`src/wrcm_pkg.sv`:
```
package wrcm_pkg;

  // Channel geometry
  localparam int NUM_CHANNELS = 14;
  localparam int CH_W         = 4;
  localparam int IDX_W        = (NUM_CHANNELS > 1) ? $clog2(NUM_CHANNELS) : 1;

  // Field widths
  localparam int OP_W      = 2;
  localparam int MAC_W     = 48;
  localparam int RSSI_W    = 8;
  localparam int SUBTYPE_W = 4;
  localparam int COUNT_W   = 32;
  localparam int SUM_W     = 40;
  localparam int AVG_W     = 8;
  localparam int LVL_W     = 7;
  localparam int CFG_IDX_W = 2;

  // The divider retires one dividend bit per cycle.
  localparam int DIV_STEPS = SUM_W;
  localparam int DIV_CNT_W = $clog2(DIV_STEPS + 1);

  // Level limits in dBm
  localparam logic signed [AVG_W-1:0] LVL_MIN  = -8'sd90;
  localparam logic signed [AVG_W-1:0] LVL_MAX  = -8'sd20;
  localparam logic signed [AVG_W-1:0] AVG_NONE = -8'sd100;
  localparam logic [LVL_W-1:0]        LVL_TOP  = 7'd70;

  // Management subtypes that pass in deauth-only mode
  localparam logic [SUBTYPE_W-1:0] SUBTYPE_DISASSOC = 4'd10;
  localparam logic [SUBTYPE_W-1:0] SUBTYPE_DEAUTH   = 4'd12;

  // Configuration register indexes
  localparam logic [CFG_IDX_W-1:0] CFG_TARGET_MAC   = 2'd0;
  localparam logic [CFG_IDX_W-1:0] CFG_DEAUTH_ONLY  = 2'd1;
  localparam logic [CFG_IDX_W-1:0] CFG_AUTO_CHANNEL = 2'd2;

  // Operation codes of an input transaction
  typedef enum logic [OP_W-1:0] {
    OP_PACKET = 2'd0,
    OP_TICK   = 2'd1,
    OP_CLEAR  = 2'd2
  } op_e;

  // Sequencer states
  typedef enum logic [2:0] {
    ST_IDLE,
    ST_LOAD,
    ST_DIV,
    ST_EMIT,
    ST_TICK
  } state_e;

  // Divider request and response
  typedef struct packed {
    logic               start;
    logic [SUM_W-1:0]   dividend;
    logic [COUNT_W-1:0] divisor;
  } div_req_t;

  typedef struct packed {
    logic             done;
    logic [AVG_W-1:0] quotient;
  } div_rsp_t;

  // Level table write port
  typedef struct packed {
    logic             en;
    logic [IDX_W-1:0] addr;
    logic [LVL_W-1:0] data;
  } lvl_wr_t;

  // floor(9*v/10): 9*v stays below 1029, where *205>>11 is exact.
  function automatic logic [LVL_W-1:0] fade(input logic [LVL_W-1:0] v);
    logic [17:0] p;
    p = 18'(v) * 18'd1845;
    return p[LVL_W+10:11];
  endfunction

  // Clamp an average to LVL_MIN..LVL_MAX and offset it to 0..70.
  function automatic logic [LVL_W-1:0] level_of(input logic signed [AVG_W-1:0] a);
    logic signed [AVG_W-1:0] d;
    d = a - LVL_MIN;
    if (a < LVL_MIN) begin
      return '0;
    end else if (a > LVL_MAX) begin
      return LVL_TOP;
    end
    return d[LVL_W-1:0];
  endfunction

endpackage

```
`src/wrcm_ifs.sv`:
```
interface wrcm_pkt_if;
  logic                                 valid;
  logic                                 ready;
  logic [wrcm_pkg::OP_W-1:0]            op;
  logic [wrcm_pkg::CH_W-1:0]            channel;
  logic signed [wrcm_pkg::RSSI_W-1:0]   rssi;
  logic [wrcm_pkg::MAC_W-1:0]           source_mac;
  logic                                 is_management;
  logic [wrcm_pkg::SUBTYPE_W-1:0]       frame_subtype;

  modport source (output valid, op, channel, rssi, source_mac, is_management,
                  frame_subtype, input ready);
  modport sink (input valid, op, channel, rssi, source_mac, is_management,
                frame_subtype, output ready);
endinterface

interface wrcm_res_if;
  logic                                valid;
  logic                                ready;
  logic                                kind;
  logic                                accepted;
  logic [wrcm_pkg::COUNT_W-1:0]        packet_total;
  logic signed [wrcm_pkg::AVG_W-1:0]   average_rssi;
  logic [wrcm_pkg::CH_W-1:0]           hist_channel;
  logic [wrcm_pkg::LVL_W-1:0]          hist_level;
  logic                                last;

  modport source (output valid, kind, accepted, packet_total, average_rssi,
                  hist_channel, hist_level, last, input ready);
  modport sink (input valid, kind, accepted, packet_total, average_rssi,
                hist_channel, hist_level, last, output ready);
endinterface

```
`src/wrcm_divider.sv`:
```
// Restoring unsigned divider, one quotient bit per cycle.
module wrcm_divider (
  input  logic               clk_i,
  input  logic               rst_ni,
  input  wrcm_pkg::div_req_t req_i,
  output wrcm_pkg::div_rsp_t rsp_o
);

  logic [wrcm_pkg::COUNT_W-1:0]   rem_q, rem_d;
  logic [wrcm_pkg::SUM_W-1:0]     quo_q, quo_d;
  logic [wrcm_pkg::COUNT_W-1:0]   den_q, den_d;
  logic [wrcm_pkg::DIV_CNT_W-1:0] cnt_q, cnt_d;
  logic                           busy_q, busy_d;
  logic                           done_q, done_d;
  logic [wrcm_pkg::COUNT_W:0]     trial;
  logic [wrcm_pkg::COUNT_W:0]     diff;
  logic                           fits;

  assign trial = {rem_q, quo_q[wrcm_pkg::SUM_W-1]};
  assign diff  = trial - {1'b0, den_q};
  assign fits  = !diff[wrcm_pkg::COUNT_W];

  always_comb begin
    rem_d  = rem_q;
    quo_d  = quo_q;
    den_d  = den_q;
    cnt_d  = cnt_q;
    busy_d = busy_q;
    done_d = 1'b0;
    if (req_i.start) begin
      rem_d  = '0;
      quo_d  = req_i.dividend;
      den_d  = req_i.divisor;
      cnt_d  = wrcm_pkg::DIV_CNT_W'(wrcm_pkg::DIV_STEPS);
      busy_d = 1'b1;
    end else if (busy_q) begin
      rem_d = fits ? diff[wrcm_pkg::COUNT_W-1:0] : trial[wrcm_pkg::COUNT_W-1:0];
      quo_d = {quo_q[wrcm_pkg::SUM_W-2:0], fits};
      cnt_d = cnt_q - 1'b1;
      if (cnt_q == wrcm_pkg::DIV_CNT_W'(1)) begin
        busy_d = 1'b0;
        done_d = 1'b1;
      end
    end
  end

  always_ff @(posedge clk_i or negedge rst_ni) begin
    if (!rst_ni) begin
      busy_q <= 1'b0;
      done_q <= 1'b0;
      cnt_q  <= '0;
    end else begin
      busy_q <= busy_d;
      done_q <= done_d;
      cnt_q  <= cnt_d;
    end
  end

  always_ff @(posedge clk_i) begin
    rem_q <= rem_d;
    quo_q <= quo_d;
    den_q <= den_d;
  end

  // The quotient of an average never exceeds 128, so its low byte is enough.
  assign rsp_o.done     = done_q;
  assign rsp_o.quotient = quo_q[wrcm_pkg::AVG_W-1:0];

endmodule

```
`src/wrcm_level_table.sv`:
```
// Per-channel level registers, cleared by reset, one write and one read port.
module wrcm_level_table (
  input  logic                         clk_i,
  input  logic                         rst_ni,
  input  wrcm_pkg::lvl_wr_t            wr_i,
  input  logic [wrcm_pkg::IDX_W-1:0]   rd_addr_i,
  output logic [wrcm_pkg::LVL_W-1:0]   rd_data_o
);

  logic [wrcm_pkg::LVL_W-1:0] lvl_q [wrcm_pkg::NUM_CHANNELS];

  always_ff @(posedge clk_i or negedge rst_ni) begin
    if (!rst_ni) begin
      for (int i = 0; i < wrcm_pkg::NUM_CHANNELS; i++) begin
        lvl_q[i] <= '0;
      end
    end else if (wr_i.en) begin
      lvl_q[wr_i.addr] <= wr_i.data;
    end
  end

  assign rd_data_o = lvl_q[rd_addr_i];

endmodule

```
`src/wifi_rssi_channel_monitor_unit.sv`:
```
// An accepted packet is answered after a load step, the divider's steps, the divider's
// done and the output register; a dropped packet or a statistics clear goes straight to
// the output register; a refresh tick emits one histogram entry a cycle, NUM_CHANNELS in
// all, while the receiver keeps up. One item is in work at a time: the next is taken only
// once the last one's result, or last histogram entry, is in the output register.
// Reset (rst_ni low, asynchronous) resets the state, statistics, settings and level table.
module wifi_rssi_channel_monitor_unit (
  input  logic                             clk_i,
  input  logic                             rst_ni,
  input  logic                             cfg_we_i,
  input  logic [wrcm_pkg::CFG_IDX_W-1:0]   cfg_idx_i,
  input  logic [wrcm_pkg::MAC_W-1:0]       cfg_data_i,
  wrcm_pkt_if.sink                         item_i,
  wrcm_res_if.source                       result_o
);

  // Configuration registers.
  logic [wrcm_pkg::MAC_W-1:0] target_mac_q;
  logic                       deauth_only_q;
  logic                       auto_channel_q;

  // Statistics. The sum is never positive, and since every counted sample is at
  // least -128 and the count saturates below 2^32, it can never reach -2^39.
  logic [wrcm_pkg::COUNT_W-1:0]      count_q;
  logic signed [wrcm_pkg::SUM_W-1:0] sum_q;
  logic signed [wrcm_pkg::AVG_W-1:0] avg_q;

  // Per-transaction working registers.
  wrcm_pkg::state_e            state_q, state_d;
  logic                        acc_q;
  logic [wrcm_pkg::CH_W-1:0]   ch_q;
  logic [wrcm_pkg::IDX_W-1:0]  idx_q;

  // Output register.
  logic                              res_valid_q;
  logic                              res_kind_q;
  logic                              res_acc_q;
  logic [wrcm_pkg::COUNT_W-1:0]      res_total_q;
  logic signed [wrcm_pkg::AVG_W-1:0] res_avg_q;
  logic [wrcm_pkg::CH_W-1:0]         res_ch_q;
  logic [wrcm_pkg::LVL_W-1:0]        res_lvl_q;
  logic                              res_last_q;

  // Control.
  logic                              item_take;
  logic                              out_free;
  logic                              pass;
  logic                              src_ok;
  logic                              type_ok;
  logic                              idx_last;
  logic                              stats_add;
  logic                              stats_clear;
  logic                              load_pkt;
  logic                              load_hist;
  logic signed [wrcm_pkg::AVG_W-1:0] div_avg;
  logic [wrcm_pkg::LVL_W-1:0]        lvl_rd;
  logic [wrcm_pkg::LVL_W-1:0]        lvl_faded;
  wrcm_pkg::div_req_t                div_req;
  wrcm_pkg::div_rsp_t                div_rsp;
  wrcm_pkg::lvl_wr_t                 lvl_wr;

  // Packet filter, evaluated on the transaction as it is taken.
  assign src_ok  = (target_mac_q == '0) || (item_i.source_mac == target_mac_q);
  assign type_ok = !deauth_only_q ||
                   (item_i.is_management &&
                    ((item_i.frame_subtype == wrcm_pkg::SUBTYPE_DISASSOC) ||
                     (item_i.frame_subtype == wrcm_pkg::SUBTYPE_DEAUTH)));
  assign pass    = (item_i.channel != '0) &&
                   (item_i.rssi[wrcm_pkg::RSSI_W-1] || (item_i.rssi == '0)) &&
                   src_ok && type_ok;

  assign item_take = item_i.valid && (state_q == wrcm_pkg::ST_IDLE);
  assign out_free  = !res_valid_q || result_o.ready;
  assign idx_last  = (idx_q == wrcm_pkg::IDX_W'(wrcm_pkg::NUM_CHANNELS - 1));
  assign lvl_faded = wrcm_pkg::fade(lvl_rd);

  // The divider works on magnitudes; the average is the negated quotient.
  assign div_avg = -$signed(div_rsp.quotient);

  // Next-state logic.
  always_comb begin
    state_d = state_q;
    case (state_q)
      wrcm_pkg::ST_IDLE: begin
        if (item_take) begin
          case (item_i.op)
            wrcm_pkg::OP_PACKET: state_d = pass ? wrcm_pkg::ST_LOAD : wrcm_pkg::ST_EMIT;
            wrcm_pkg::OP_TICK:   state_d = wrcm_pkg::ST_TICK;
            wrcm_pkg::OP_CLEAR:  state_d = wrcm_pkg::ST_EMIT;
            default:             state_d = wrcm_pkg::ST_IDLE;
          endcase
        end
      end
      wrcm_pkg::ST_LOAD: state_d = wrcm_pkg::ST_DIV;
      wrcm_pkg::ST_DIV: begin
        if (div_rsp.done) begin
          state_d = wrcm_pkg::ST_EMIT;
        end
      end
      wrcm_pkg::ST_EMIT: begin
        if (out_free) begin
          state_d = wrcm_pkg::ST_IDLE;
        end
      end
      wrcm_pkg::ST_TICK: begin
        if (out_free && idx_last) begin
          state_d = wrcm_pkg::ST_IDLE;
        end
      end
      default: state_d = wrcm_pkg::ST_IDLE;
    endcase
  end

  // Output logic of the sequencer.
  always_comb begin
    item_i.ready     = 1'b0;
    stats_add        = 1'b0;
    stats_clear      = 1'b0;
    load_pkt         = 1'b0;
    load_hist        = 1'b0;
    div_req.start    = 1'b0;
    div_req.dividend = -sum_q;
    div_req.divisor  = count_q;
    lvl_wr.en        = 1'b0;
    lvl_wr.addr      = idx_q;
    lvl_wr.data      = lvl_faded;
    case (state_q)
      wrcm_pkg::ST_IDLE: begin
        item_i.ready = 1'b1;
        if (item_take) begin
          stats_add   = (item_i.op == wrcm_pkg::OP_PACKET) && pass &&
                        (count_q != '1);
          stats_clear = (item_i.op == wrcm_pkg::OP_CLEAR);
        end
      end
      wrcm_pkg::ST_LOAD: div_req.start = 1'b1;
      wrcm_pkg::ST_DIV: begin
        // A channel beyond the table is counted but leaves no level behind.
        if (div_rsp.done &&
            (ch_q <= wrcm_pkg::CH_W'(wrcm_pkg::NUM_CHANNELS))) begin
          lvl_wr.en   = 1'b1;
          lvl_wr.addr = wrcm_pkg::IDX_W'(ch_q - 1'b1);
          lvl_wr.data = wrcm_pkg::level_of(div_avg);
        end
      end
      wrcm_pkg::ST_EMIT: load_pkt = out_free;
      wrcm_pkg::ST_TICK: begin
        if (out_free) begin
          load_hist   = 1'b1;
          lvl_wr.en   = 1'b1;
          stats_clear = idx_last && !auto_channel_q;
        end
      end
      default: ;
    endcase
  end

  // Configuration writes; an index beyond the list is ignored.
  always_ff @(posedge clk_i or negedge rst_ni) begin
    if (!rst_ni) begin
      target_mac_q   <= '0;
      deauth_only_q  <= 1'b0;
      auto_channel_q <= 1'b1;
    end else if (cfg_we_i) begin
      case (cfg_idx_i)
        wrcm_pkg::CFG_TARGET_MAC:   target_mac_q   <= cfg_data_i;
        wrcm_pkg::CFG_DEAUTH_ONLY:  deauth_only_q  <= cfg_data_i[0];
        wrcm_pkg::CFG_AUTO_CHANNEL: auto_channel_q <= cfg_data_i[0];
        default: ;
      endcase
    end
  end

  // Sequencer state, statistics and tick index.
  always_ff @(posedge clk_i or negedge rst_ni) begin
    if (!rst_ni) begin
      state_q <= wrcm_pkg::ST_IDLE;
      count_q <= '0;
      sum_q   <= '0;
      avg_q   <= wrcm_pkg::AVG_NONE;
      idx_q   <= '0;
    end else begin
      state_q <= state_d;
      if (stats_clear) begin
        count_q <= '0;
        sum_q   <= '0;
        avg_q   <= wrcm_pkg::AVG_NONE;
      end else begin
        if (stats_add) begin
          count_q <= count_q + 1'b1;
          sum_q   <= sum_q + wrcm_pkg::SUM_W'(item_i.rssi);
        end
        if ((state_q == wrcm_pkg::ST_DIV) && div_rsp.done) begin
          avg_q <= div_avg;
        end
      end
      // The index wraps after the last channel so it always addresses the table.
      if (item_take) begin
        idx_q <= '0;
      end else if (load_hist) begin
        idx_q <= idx_last ? '0 : idx_q + 1'b1;
      end
    end
  end

  // Fields of the transaction in work.
  always_ff @(posedge clk_i) begin
    if (item_take) begin
      acc_q <= (item_i.op == wrcm_pkg::OP_PACKET) && pass;
      ch_q  <= item_i.channel;
    end
  end

  // Output register: a result waits here while the next transaction is taken.
  always_ff @(posedge clk_i or negedge rst_ni) begin
    if (!rst_ni) begin
      res_valid_q <= 1'b0;
    end else if (load_pkt || load_hist) begin
      res_valid_q <= 1'b1;
    end else if (result_o.ready) begin
      res_valid_q <= 1'b0;
    end
  end

  always_ff @(posedge clk_i) begin
    if (load_pkt) begin
      res_kind_q  <= 1'b0;
      res_acc_q   <= acc_q;
      res_total_q <= count_q;
      res_avg_q   <= avg_q;
      res_ch_q    <= '0;
      res_lvl_q   <= '0;
      res_last_q  <= 1'b1;
    end else if (load_hist) begin
      res_kind_q  <= 1'b1;
      res_acc_q   <= 1'b0;
      res_total_q <= '0;
      res_avg_q   <= '0;
      res_ch_q    <= wrcm_pkg::CH_W'(idx_q) + 1'b1;
      res_lvl_q   <= lvl_faded;
      res_last_q  <= idx_last;
    end
  end

  assign result_o.valid        = res_valid_q;
  assign result_o.kind         = res_kind_q;
  assign result_o.accepted     = res_acc_q;
  assign result_o.packet_total = res_total_q;
  assign result_o.average_rssi = res_avg_q;
  assign result_o.hist_channel = res_ch_q;
  assign result_o.hist_level   = res_lvl_q;
  assign result_o.last         = res_last_q;

  wrcm_divider u_divider (
    .clk_i  (clk_i),
    .rst_ni (rst_ni),
    .req_i  (div_req),
    .rsp_o  (div_rsp)
  );

  wrcm_level_table u_level_table (
    .clk_i     (clk_i),
    .rst_ni    (rst_ni),
    .wr_i      (lvl_wr),
    .rd_addr_i (idx_q),
    .rd_data_o (lvl_rd)
  );

endmodule

```
`src/flat_wrapper.sv`:
```
// flat-port wrapper written by rule: the top's interface ports become plain ports
module wifi_rssi_channel_monitor_unit_flat 
  (clk_i, rst_ni, cfg_we_i, cfg_idx_i, cfg_data_i, item_i_valid, item_i_op, item_i_channel, item_i_rssi, item_i_source_mac, item_i_is_management, item_i_frame_subtype, item_i_ready, result_o_valid, result_o_kind, result_o_accepted, result_o_packet_total, result_o_average_rssi, result_o_hist_channel, result_o_hist_level, result_o_last, result_o_ready);
  wrcm_pkt_if item_i_i ();
  wrcm_res_if result_o_i ();
  input  logic clk_i;
  input  logic rst_ni;
  input  logic cfg_we_i;
  input  logic [wrcm_pkg::CFG_IDX_W-1:0] cfg_idx_i;
  input  logic [wrcm_pkg::MAC_W-1:0] cfg_data_i;
  input wire logic [$bits(item_i_i.valid)-1:0] item_i_valid;
  input wire logic [$bits(item_i_i.op)-1:0] item_i_op;
  input wire logic [$bits(item_i_i.channel)-1:0] item_i_channel;
  input wire logic [$bits(item_i_i.rssi)-1:0] item_i_rssi;
  input wire logic [$bits(item_i_i.source_mac)-1:0] item_i_source_mac;
  input wire logic [$bits(item_i_i.is_management)-1:0] item_i_is_management;
  input wire logic [$bits(item_i_i.frame_subtype)-1:0] item_i_frame_subtype;
  output wire logic [$bits(item_i_i.ready)-1:0] item_i_ready;
  output wire logic [$bits(result_o_i.valid)-1:0] result_o_valid;
  output wire logic [$bits(result_o_i.kind)-1:0] result_o_kind;
  output wire logic [$bits(result_o_i.accepted)-1:0] result_o_accepted;
  output wire logic [$bits(result_o_i.packet_total)-1:0] result_o_packet_total;
  output wire logic [$bits(result_o_i.average_rssi)-1:0] result_o_average_rssi;
  output wire logic [$bits(result_o_i.hist_channel)-1:0] result_o_hist_channel;
  output wire logic [$bits(result_o_i.hist_level)-1:0] result_o_hist_level;
  output wire logic [$bits(result_o_i.last)-1:0] result_o_last;
  input wire logic [$bits(result_o_i.ready)-1:0] result_o_ready;
  assign item_i_i.valid = item_i_valid;
  assign item_i_i.op = item_i_op;
  assign item_i_i.channel = item_i_channel;
  assign item_i_i.rssi = item_i_rssi;
  assign item_i_i.source_mac = item_i_source_mac;
  assign item_i_i.is_management = item_i_is_management;
  assign item_i_i.frame_subtype = item_i_frame_subtype;
  assign item_i_ready = item_i_i.ready;
  assign result_o_valid = result_o_i.valid;
  assign result_o_kind = result_o_i.kind;
  assign result_o_accepted = result_o_i.accepted;
  assign result_o_packet_total = result_o_i.packet_total;
  assign result_o_average_rssi = result_o_i.average_rssi;
  assign result_o_hist_channel = result_o_i.hist_channel;
  assign result_o_hist_level = result_o_i.hist_level;
  assign result_o_last = result_o_i.last;
  assign result_o_i.ready = result_o_ready;
  wifi_rssi_channel_monitor_unit u_core (.clk_i(clk_i), .rst_ni(rst_ni), .cfg_we_i(cfg_we_i), .cfg_idx_i(cfg_idx_i), .cfg_data_i(cfg_data_i), .item_i(item_i_i), .result_o(result_o_i));
endmodule
```
`config.mk`:
```
export PLATFORM = sky130hd
export DESIGN_NAME = wifi_rssi_channel_monitor_unit_flat
export DESIGN_NICKNAME = d
export VERILOG_FILES = /design/src/wrcm_pkg.sv /design/src/wrcm_ifs.sv /design/src/wrcm_divider.sv /design/src/wrcm_level_table.sv /design/src/wifi_rssi_channel_monitor_unit.sv /design/src/flat_wrapper.sv
export SDC_FILE = /design/constraint.sdc
export NUM_CORES = 1
export LEC_CHECK = 0
export ABC_AREA = 1
export BUFFER_PORTS_ARGS = -buffer_cell sky130_fd_sc_hd__buf_2
export CAP_MARGIN = 20
export CORE_MARGIN = 4
export CORE_UTILIZATION = 32
export DETAILED_ROUTE_END_ITERATION = 6
export PLACE_DENSITY_LB_ADDON = 0.3
export SLEW_MARGIN = 40
export SYNTH_ARGS = -nofsm -noshare
export SYNTH_HDL_FRONTEND = slang
export SYNTH_SLANG_ARGS = --single-unit
```
`constraint.sdc`:
```
create_clock -name clk_i -period 16.1 [get_ports clk_i]
set_clock_uncertainty 0.2 [all_clocks]
set_input_delay 3.22 -clock clk_i [delete_from_list [all_inputs] [get_ports clk_i]]
set_output_delay 3.22 -clock clk_i [all_outputs]
set_load 0.01 [all_outputs]
```
# After elaboration in Yosys (flattened, before gate mapping)
# Index checks and enable logic that the tools add are counted.
classes:
  n_reduce_logical: 38
  mul: 1
  n_eq_ne: 18
  bitwise: 2
  n_lt_le_gt_ge: 6
  n_mux: 61
  addsub: 9
ops:
  columns: ["operator", "count"]
  rows:
  - ["$mux W32", 5]
  - ["$mux W40", 4]
  - ["$bwmux W98", 1]
  - ["$eq A48 B48 Y1", 1]
  - ["$logic_not A48 Y1", 1]
  - ["$mux W7", 6]
  - ["$add A40 B8 Y40", 1]
  - ["$neg A40 Y40", 1]
  - ["$sub A33 B32 Y33", 1]
  - ["$add A32 B1 Y32 const B", 1]
  - ["$mux W8", 4]
  - ["$ne A32 B32 Y1 const B", 1]
  - ["$bmux W7 S4", 1]
  - ["$demux W7 S4", 1]
  - ["$mux W1", 23]
  - ["$mul A7 B11 Y18 const B", 1]
  - ["$pmux W3 S5", 1]
  - ["$eq A4 B4 Y1 const B", 3]
  - ["$logic_and A1 B1 Y1", 12]
  - ["$mux W12", 1]
  - ["$mux W3", 4]
  - ["$mux W4", 3]
  - ["$mux W6", 2]
  - ["$reduce_bool A2 Y1", 6]
  - ["other kinds (31)", 50]
totals:
  wordCells: 173
  output_inout_bits: 56
  regBits: 407

# Longest topological paths before layout
logic_depth:
  ltp_word: 15
  mapped_depth: 30

# Hierarchy
# From an unflattened synthesis, not the netlist that was laid out.
hier_totals:
  hier_cells: 3809
  hier_area_um2: 27243.6
modules_own_cells:
  columns: ["module", "instances", "cells_per_inst", "area_each_um2"]
  rows:
  - ["wifi_rssi_channel_monitor_unit", 1, 2071, 15049.4]
  - ["wrcm_divider", 1, 1073, 7360.8]
  - ["wrcm_level_table", 1, 665, 4833.4]

# Least setup slack after synthesis
# OpenSTA, ideal clock, no wires.
synth_timing:
  kind: "input to register"
  from: "input port result_o_ready"
  to: "register u_core.res_acc_q, in the netlist u_core.result_o.accepted, enable pin"
  n_path_buf: 1
  setup_time_ps: 443
  slack_ps: 10726
  path_stages: 7
  required_ps: 15457
  arrival_time_ps: 4731
  cell_sequence: "nor2_1 -> inv_1 -> nand2_1 -> inv_1 -> nor2_1 -> clkbuf_1 -> inv_1"
synth_via:
  elab_chain_len: 4
synth_rtl:
  columns: ["item", "line_no", "source"]
  rows:
  - ["start, declared", "flat_wrapper.sv:27", "input wire logic [$bits(result_o_i.ready)-1:0] result_o_ready;"]
  - ["$logic_or A1 B1 Y1 (*)", "wifi_rssi_channel_monitor_unit.sv:73", "assign out_free = !res_valid_q || result_o.ready;"]
  - ["$mux W1", "wifi_rssi_channel_monitor_unit.sv:148", "if (out_free) begin"]
  - ["$mux W1", "wifi_rssi_channel_monitor_unit.sv:127", "case (state_q)"]
  - ["$reduce_bool A2 Y1 (no source line) (*)", null, null]
  - ["end signal, assigned", "wifi_rssi_channel_monitor_unit.sv:228", "res_acc_q <= acc_q;"]
  - ["end, declared", "wifi_rssi_channel_monitor_unit.sv:37", "logic res_acc_q;"]
# Every way passes the cells marked *; elsewhere a longest branch is shown, timed or not.
# A chain may end at the register's enable or synchronous reset.

# Final worst setup path
layout_timing:
  from: "register u_core.idx_q[1] (netlist bit)"
  to: "register u_core.u_level_table.lvl_q[89] (netlist bit)"
layout_via:
  elab_chain_len: 8
layout_rtl:
  columns: ["item", "line_no", "source"]
  rows:
  - ["start, declared", "wifi_rssi_channel_monitor_unit.sv:32", "logic [wrcm_pkg::IDX_W-1:0] idx_q;"]
  - ["start signal, assigned", "wifi_rssi_channel_monitor_unit.sv:201", "idx_q <= idx_last ? '0 : idx_q + 1'b1;"]
  - ["$not A4 Y5 (not written as such) / $mux W12 (equally long branches)", "wrcm_level_table.sv:22, wifi_rssi_channel_monitor_unit.sv:139", null]
  - ["$bmux W7 S4 / $mux W11 (equally long branches)", "wrcm_level_table.sv:22, wifi_rssi_channel_monitor_unit.sv:127", null]
  - ["$mux W7 (not written as such) / $not A4 Y5 (equally long branches)", "wrcm_level_table.sv:22, wrcm_level_table.sv:18", null]
  - ["$mux W7 (not written as such), or another cell as far along", "wrcm_level_table.sv:22", "assign rd_data_o = lvl_q[rd_addr_i];"]
  - ["$mul A7 B11 Y18 / $logic_and A1 B1 Y1 (equally long branches)", "wrcm_pkg.sv:76, wrcm_level_table.sv:18", null]
  - ["$mux W12 / $mux W7 (equally long branches)", "wifi_rssi_channel_monitor_unit.sv:139, wrcm_level_table.sv:18", null]
  - ["$mux W11 (*)", "wifi_rssi_channel_monitor_unit.sv:127", null]
  - ["$bwmux W98 (*)", "wrcm_level_table.sv:18", "lvl_q[wr_i.addr] <= wr_i.data;"]
  - ["end signal, assigned by index", "wrcm_level_table.sv:18", null]
  - ["end, declared", "wrcm_level_table.sv:10", "logic [wrcm_pkg::LVL_W-1:0] lvl_q [wrcm_pkg::NUM_CHANNELS];"]
# Every way passes the cells marked *; elsewhere a longest branch is shown, timed or not. The select of a mux whose other input is x is not followed.

==> impl_results.md <==
* Status: finished with violations
* Violated checks: DRC
* R2R cell count at 23
* Synthesized area per cell at between 7 and 8 um2
* Flops & latches, synth at just over 400
* Multi-input logic area at 0.0135 mm2
* Top cells by count, synth: 819 x nand2_1, 362 x inv_1, 309 x nand3_1
* Cells after synthesis at 3,302
* PortBufs at between 150 and 200
* Filler cells at between 8,000 and 9,000
* Area delta synth->final at 14.0%
* Hold_buf cts at 0
* Worst path cell trace: buf_4 > inv_1 > o21ai_0 > o22ai_1 > nand2_1 > o2111ai_1 > nand2_1 > inv_1 > ha_1 > inv_1 > fa_1 > inv_1 > ha_1 > fa_1 > ha_1 > a21oi_1 > o21ai_0 > a221oi_1 > nand3_1 > nand3_1 > nand2_2 > nand2_1 > nand2_1
* Critical path destination: u_core.u_level_table.lvl_q[89]$_DFFE_PN0P_
* Top cells by area, synth: dfrtp_1 23%, edfxtp_1 14%, nand2_1 12%, ha_1 6.2%, nand3_1 6.0%
* Reg2reg start: u_core.idx_q[1]$_DFFE_PN0P_
* H-Tree Depth at 2
* GPL Wtd Cong at a little over 0.9
* Endpoint class of the critical path: register
* Via density at between 4 and 5
* Min cycle time layout at 6.20 ns
* Die Area at 0.0856 mm2
* Detail Placement HPWL at approximately 57 mm
* Gr usage total at between 10% and 20%
* Final hold slack at approximately 0.25 ns
* Max-slew headroom at approximately half
* Asr flop ratio synth at 60.0%
* Top_reg_cell synth: dfrtp_1
* Worst Setup SP: u_core.idx_q[1]$_DFFE_PN0P_
* Arrival time at the worst endpoint at ~6.5 ns
* Register area share after synthesis at about two fifths
* Clk pin slew, worst setup/hold paths at 0.06 ns
* Cell Rows at roughly 100
* Tcrit/Tclk final at about two fifths
* Hold Vio Cnt, Final at 0
* CTS root buf: clkbuf_16
* Initial DRC Count at between 1,500 and 2,000
* Chip Width at about 300 um
* Remaining DRCs at 3
* Worst R2R Setup Slack at around 10 ns
* Max Root-Sink Buffers at 3
* Post-CTS Setup Repair Bufs at 0
* Largest net degree at the start of global routing at 103
* FMAX at around 160 MHz
* Gates resized, CTS repair at 0
* GRT overflow at 0
* Num CTS Buffers at 49
* Clk sinks at a little over 400
* CTS tree: done
* Nets at around 3,700
* Initial DRT Pass Iterations at 7
* Design Area, Final at 0.0295 mm2
* Die span in y at roughly 290 um
* Setup TNS at 0 ns
* Synth top area share at 23.1%
* Slew @ Worst Pin at about 0.77 ns
* Final Max Slew Viols at 0
* Yosys warning total at 0
* I/O pin total at about 180
* Netlist Area Pre-Place at about 0.026 mm2
* Clk_lat worst skew at about 0.61 ns
* Final wirelength at approximately 76 mm
* Type of the tightest min-delay check: reg2reg
* Worst Setup Start Kind: register
* Number of synthesized flops with an enable pin at 118
* Antenna Nets Post-Route at 0
* Critical Path RT at about 16 ns
* Crit-path max FO at 22
* Netlist cell types at 60
* Fin worst setup slack at approximately 10 ns
* Placement Setup Slack at just under 10 ns
* Core area at between 0.08 and 0.09 mm2
* Setup violations, final at 0
* Worst path max stage delay at 0.55 ns
* Syn Nets at 3,569
* First-pass GRT wire length at approximately 120 mm
* FF-to-FF End: u_core.u_level_table.lvl_q[89]$_DFFE_PN0P_
* Placed instance area at between 0.02 and 0.03 mm2
* Reg area at approximately 0.011 mm2
* Synth area leader: dfrtp_1
* Antenna violations before repair at 2
* Top-count cell post-synth: nand2_1
* Unrepaired setup endpoints after global routing: false
* Starting Density at between 30% and 40%
* Share of cells above drive strength 1 at between 10% and 20%
* Vias at between 20,000 and 25,000
* CP Class: reg2reg
* Vias in the first global route at roughly 21,000
* Routed len/inst at roughly 17 um
* Max Cap Violations at 0
* Slowest-stage cell, CP: inv_1
state kept, by name (all words and copies together), names as in the netlist, 8 cells and up:
name	count
u_core.u_level_table.lvl_q	98
u_core.target_mac_q	48
u_core.sum_q	40
u_core.u_divider.quo_q	40
u_core.count_q	32
u_core.result_o.packet_total	32
u_core.u_divider.den_q	32
u_core.u_divider.rem_q	32
u_core.avg_q	8
u_core.result_o.average_rssi	8
worst min path at each step:
stage / startpoint / endpoint / slack (ns) / cells past startpoint
4_1_cts: u_core.result_o.kind$_SDFFE_PP0P_ / u_core.result_o.kind$_SDFFE_PP0P_ / 0.25 / 2
3_3_place_gp: u_core.result_o.kind$_SDFFE_PP0P_ / u_core.result_o.kind$_SDFFE_PP0P_ / 0.24 / 2
5_1_grt: u_core.result_o.kind$_SDFFE_PP0P_ / u_core.result_o.kind$_SDFFE_PP0P_ / 0.27 / 2
2_1_floorplan: u_core.u_level_table.lvl_q[7]$_DFFE_PN0P_ / u_core.u_level_table.lvl_q[7]$_DFFE_PN0P_ / 0.24 / 2
3_5_place_dp: u_core.result_o.kind$_SDFFE_PP0P_ / u_core.result_o.kind$_SDFFE_PP0P_ / 0.23 / 2
6_report: u_core.result_o.kind$_SDFFE_PP0P_ / u_core.result_o.kind$_SDFFE_PP0P_ / 0.25 / 2
kinds of logic after synthesis:
logic type	count (synthesis)	share of synthesized area (%)
mux	43	1.86
fa+ha+maj	145	7.46
flops	407	40.7
buf+inv	473	7.40
simple gates	1634	27.5
xor+xnor	166	5.61
compound gates	434	9.45
metal layers:
layer,vias to the layer above,wire [um],track usage [%]
li1,11300,-,-
met1,10600,37100,25.7
met2,483,33500,27.0
met3,73,3830,2.81
met4,0,1230,3.23
met5,-,0,0
layout by cell type, fill, tap and decap left out, types with 40 or more instances in the layout:
| cell | n |
|---|---|
| nand2_1 | 817 |
| inv_1 | 361 |
| nand3_1 | 308 |
| nor2_1 | 300 |
| dfrtp_1 | 239 |
| buf_2 | 176 |
| o21ai_0 | 175 |
| ha_1 | 129 |
| edfxtp_1 | 118 |
| a21oi_1 | 114 |
| xor2_1 | 96 |
| xnor2_1 | 70 |
| nor3_1 | 56 |
| clkbuf_16 | 51 |
| dfxtp_1 | 45 |
| mux2_2 | 42 |
| a31oi_1 | 40 |
worst max-delay path, delay by kind of cell, from the launching register on:
family | cells | cell delay, ns
buf+inv | 5 | 1.08
simple gates | 7 | 1.15
flops | 1 | 0.36
compound gates | 6 | 1.46
fa+ha+maj | 5 | 1.80
stage by stage:
stage                     std cells  utilization (%)
after floorplan                3302                -
after global placement         4469             34.6
after detailed placement       4470             34.7
after CTS                      4559             36.7
after global routing           4560             36.7
final                          4560             36.7
layout make-up:
class	instances	share of cell area, %
Tap cell	1060	4.49
Clock buffer	65	4.77
Timing Repair Buffer	192	3.53
Antenna cell	1	0.00847
Multi-Input combinational cell	2422	45.6
Inverter	389	4.96
Clock inverter	24	0.902
Sequential cell	407	35.7
Power is not shown: default switching activity piles up to over one toggle a cycle in this logic, so the estimate is an artifact.
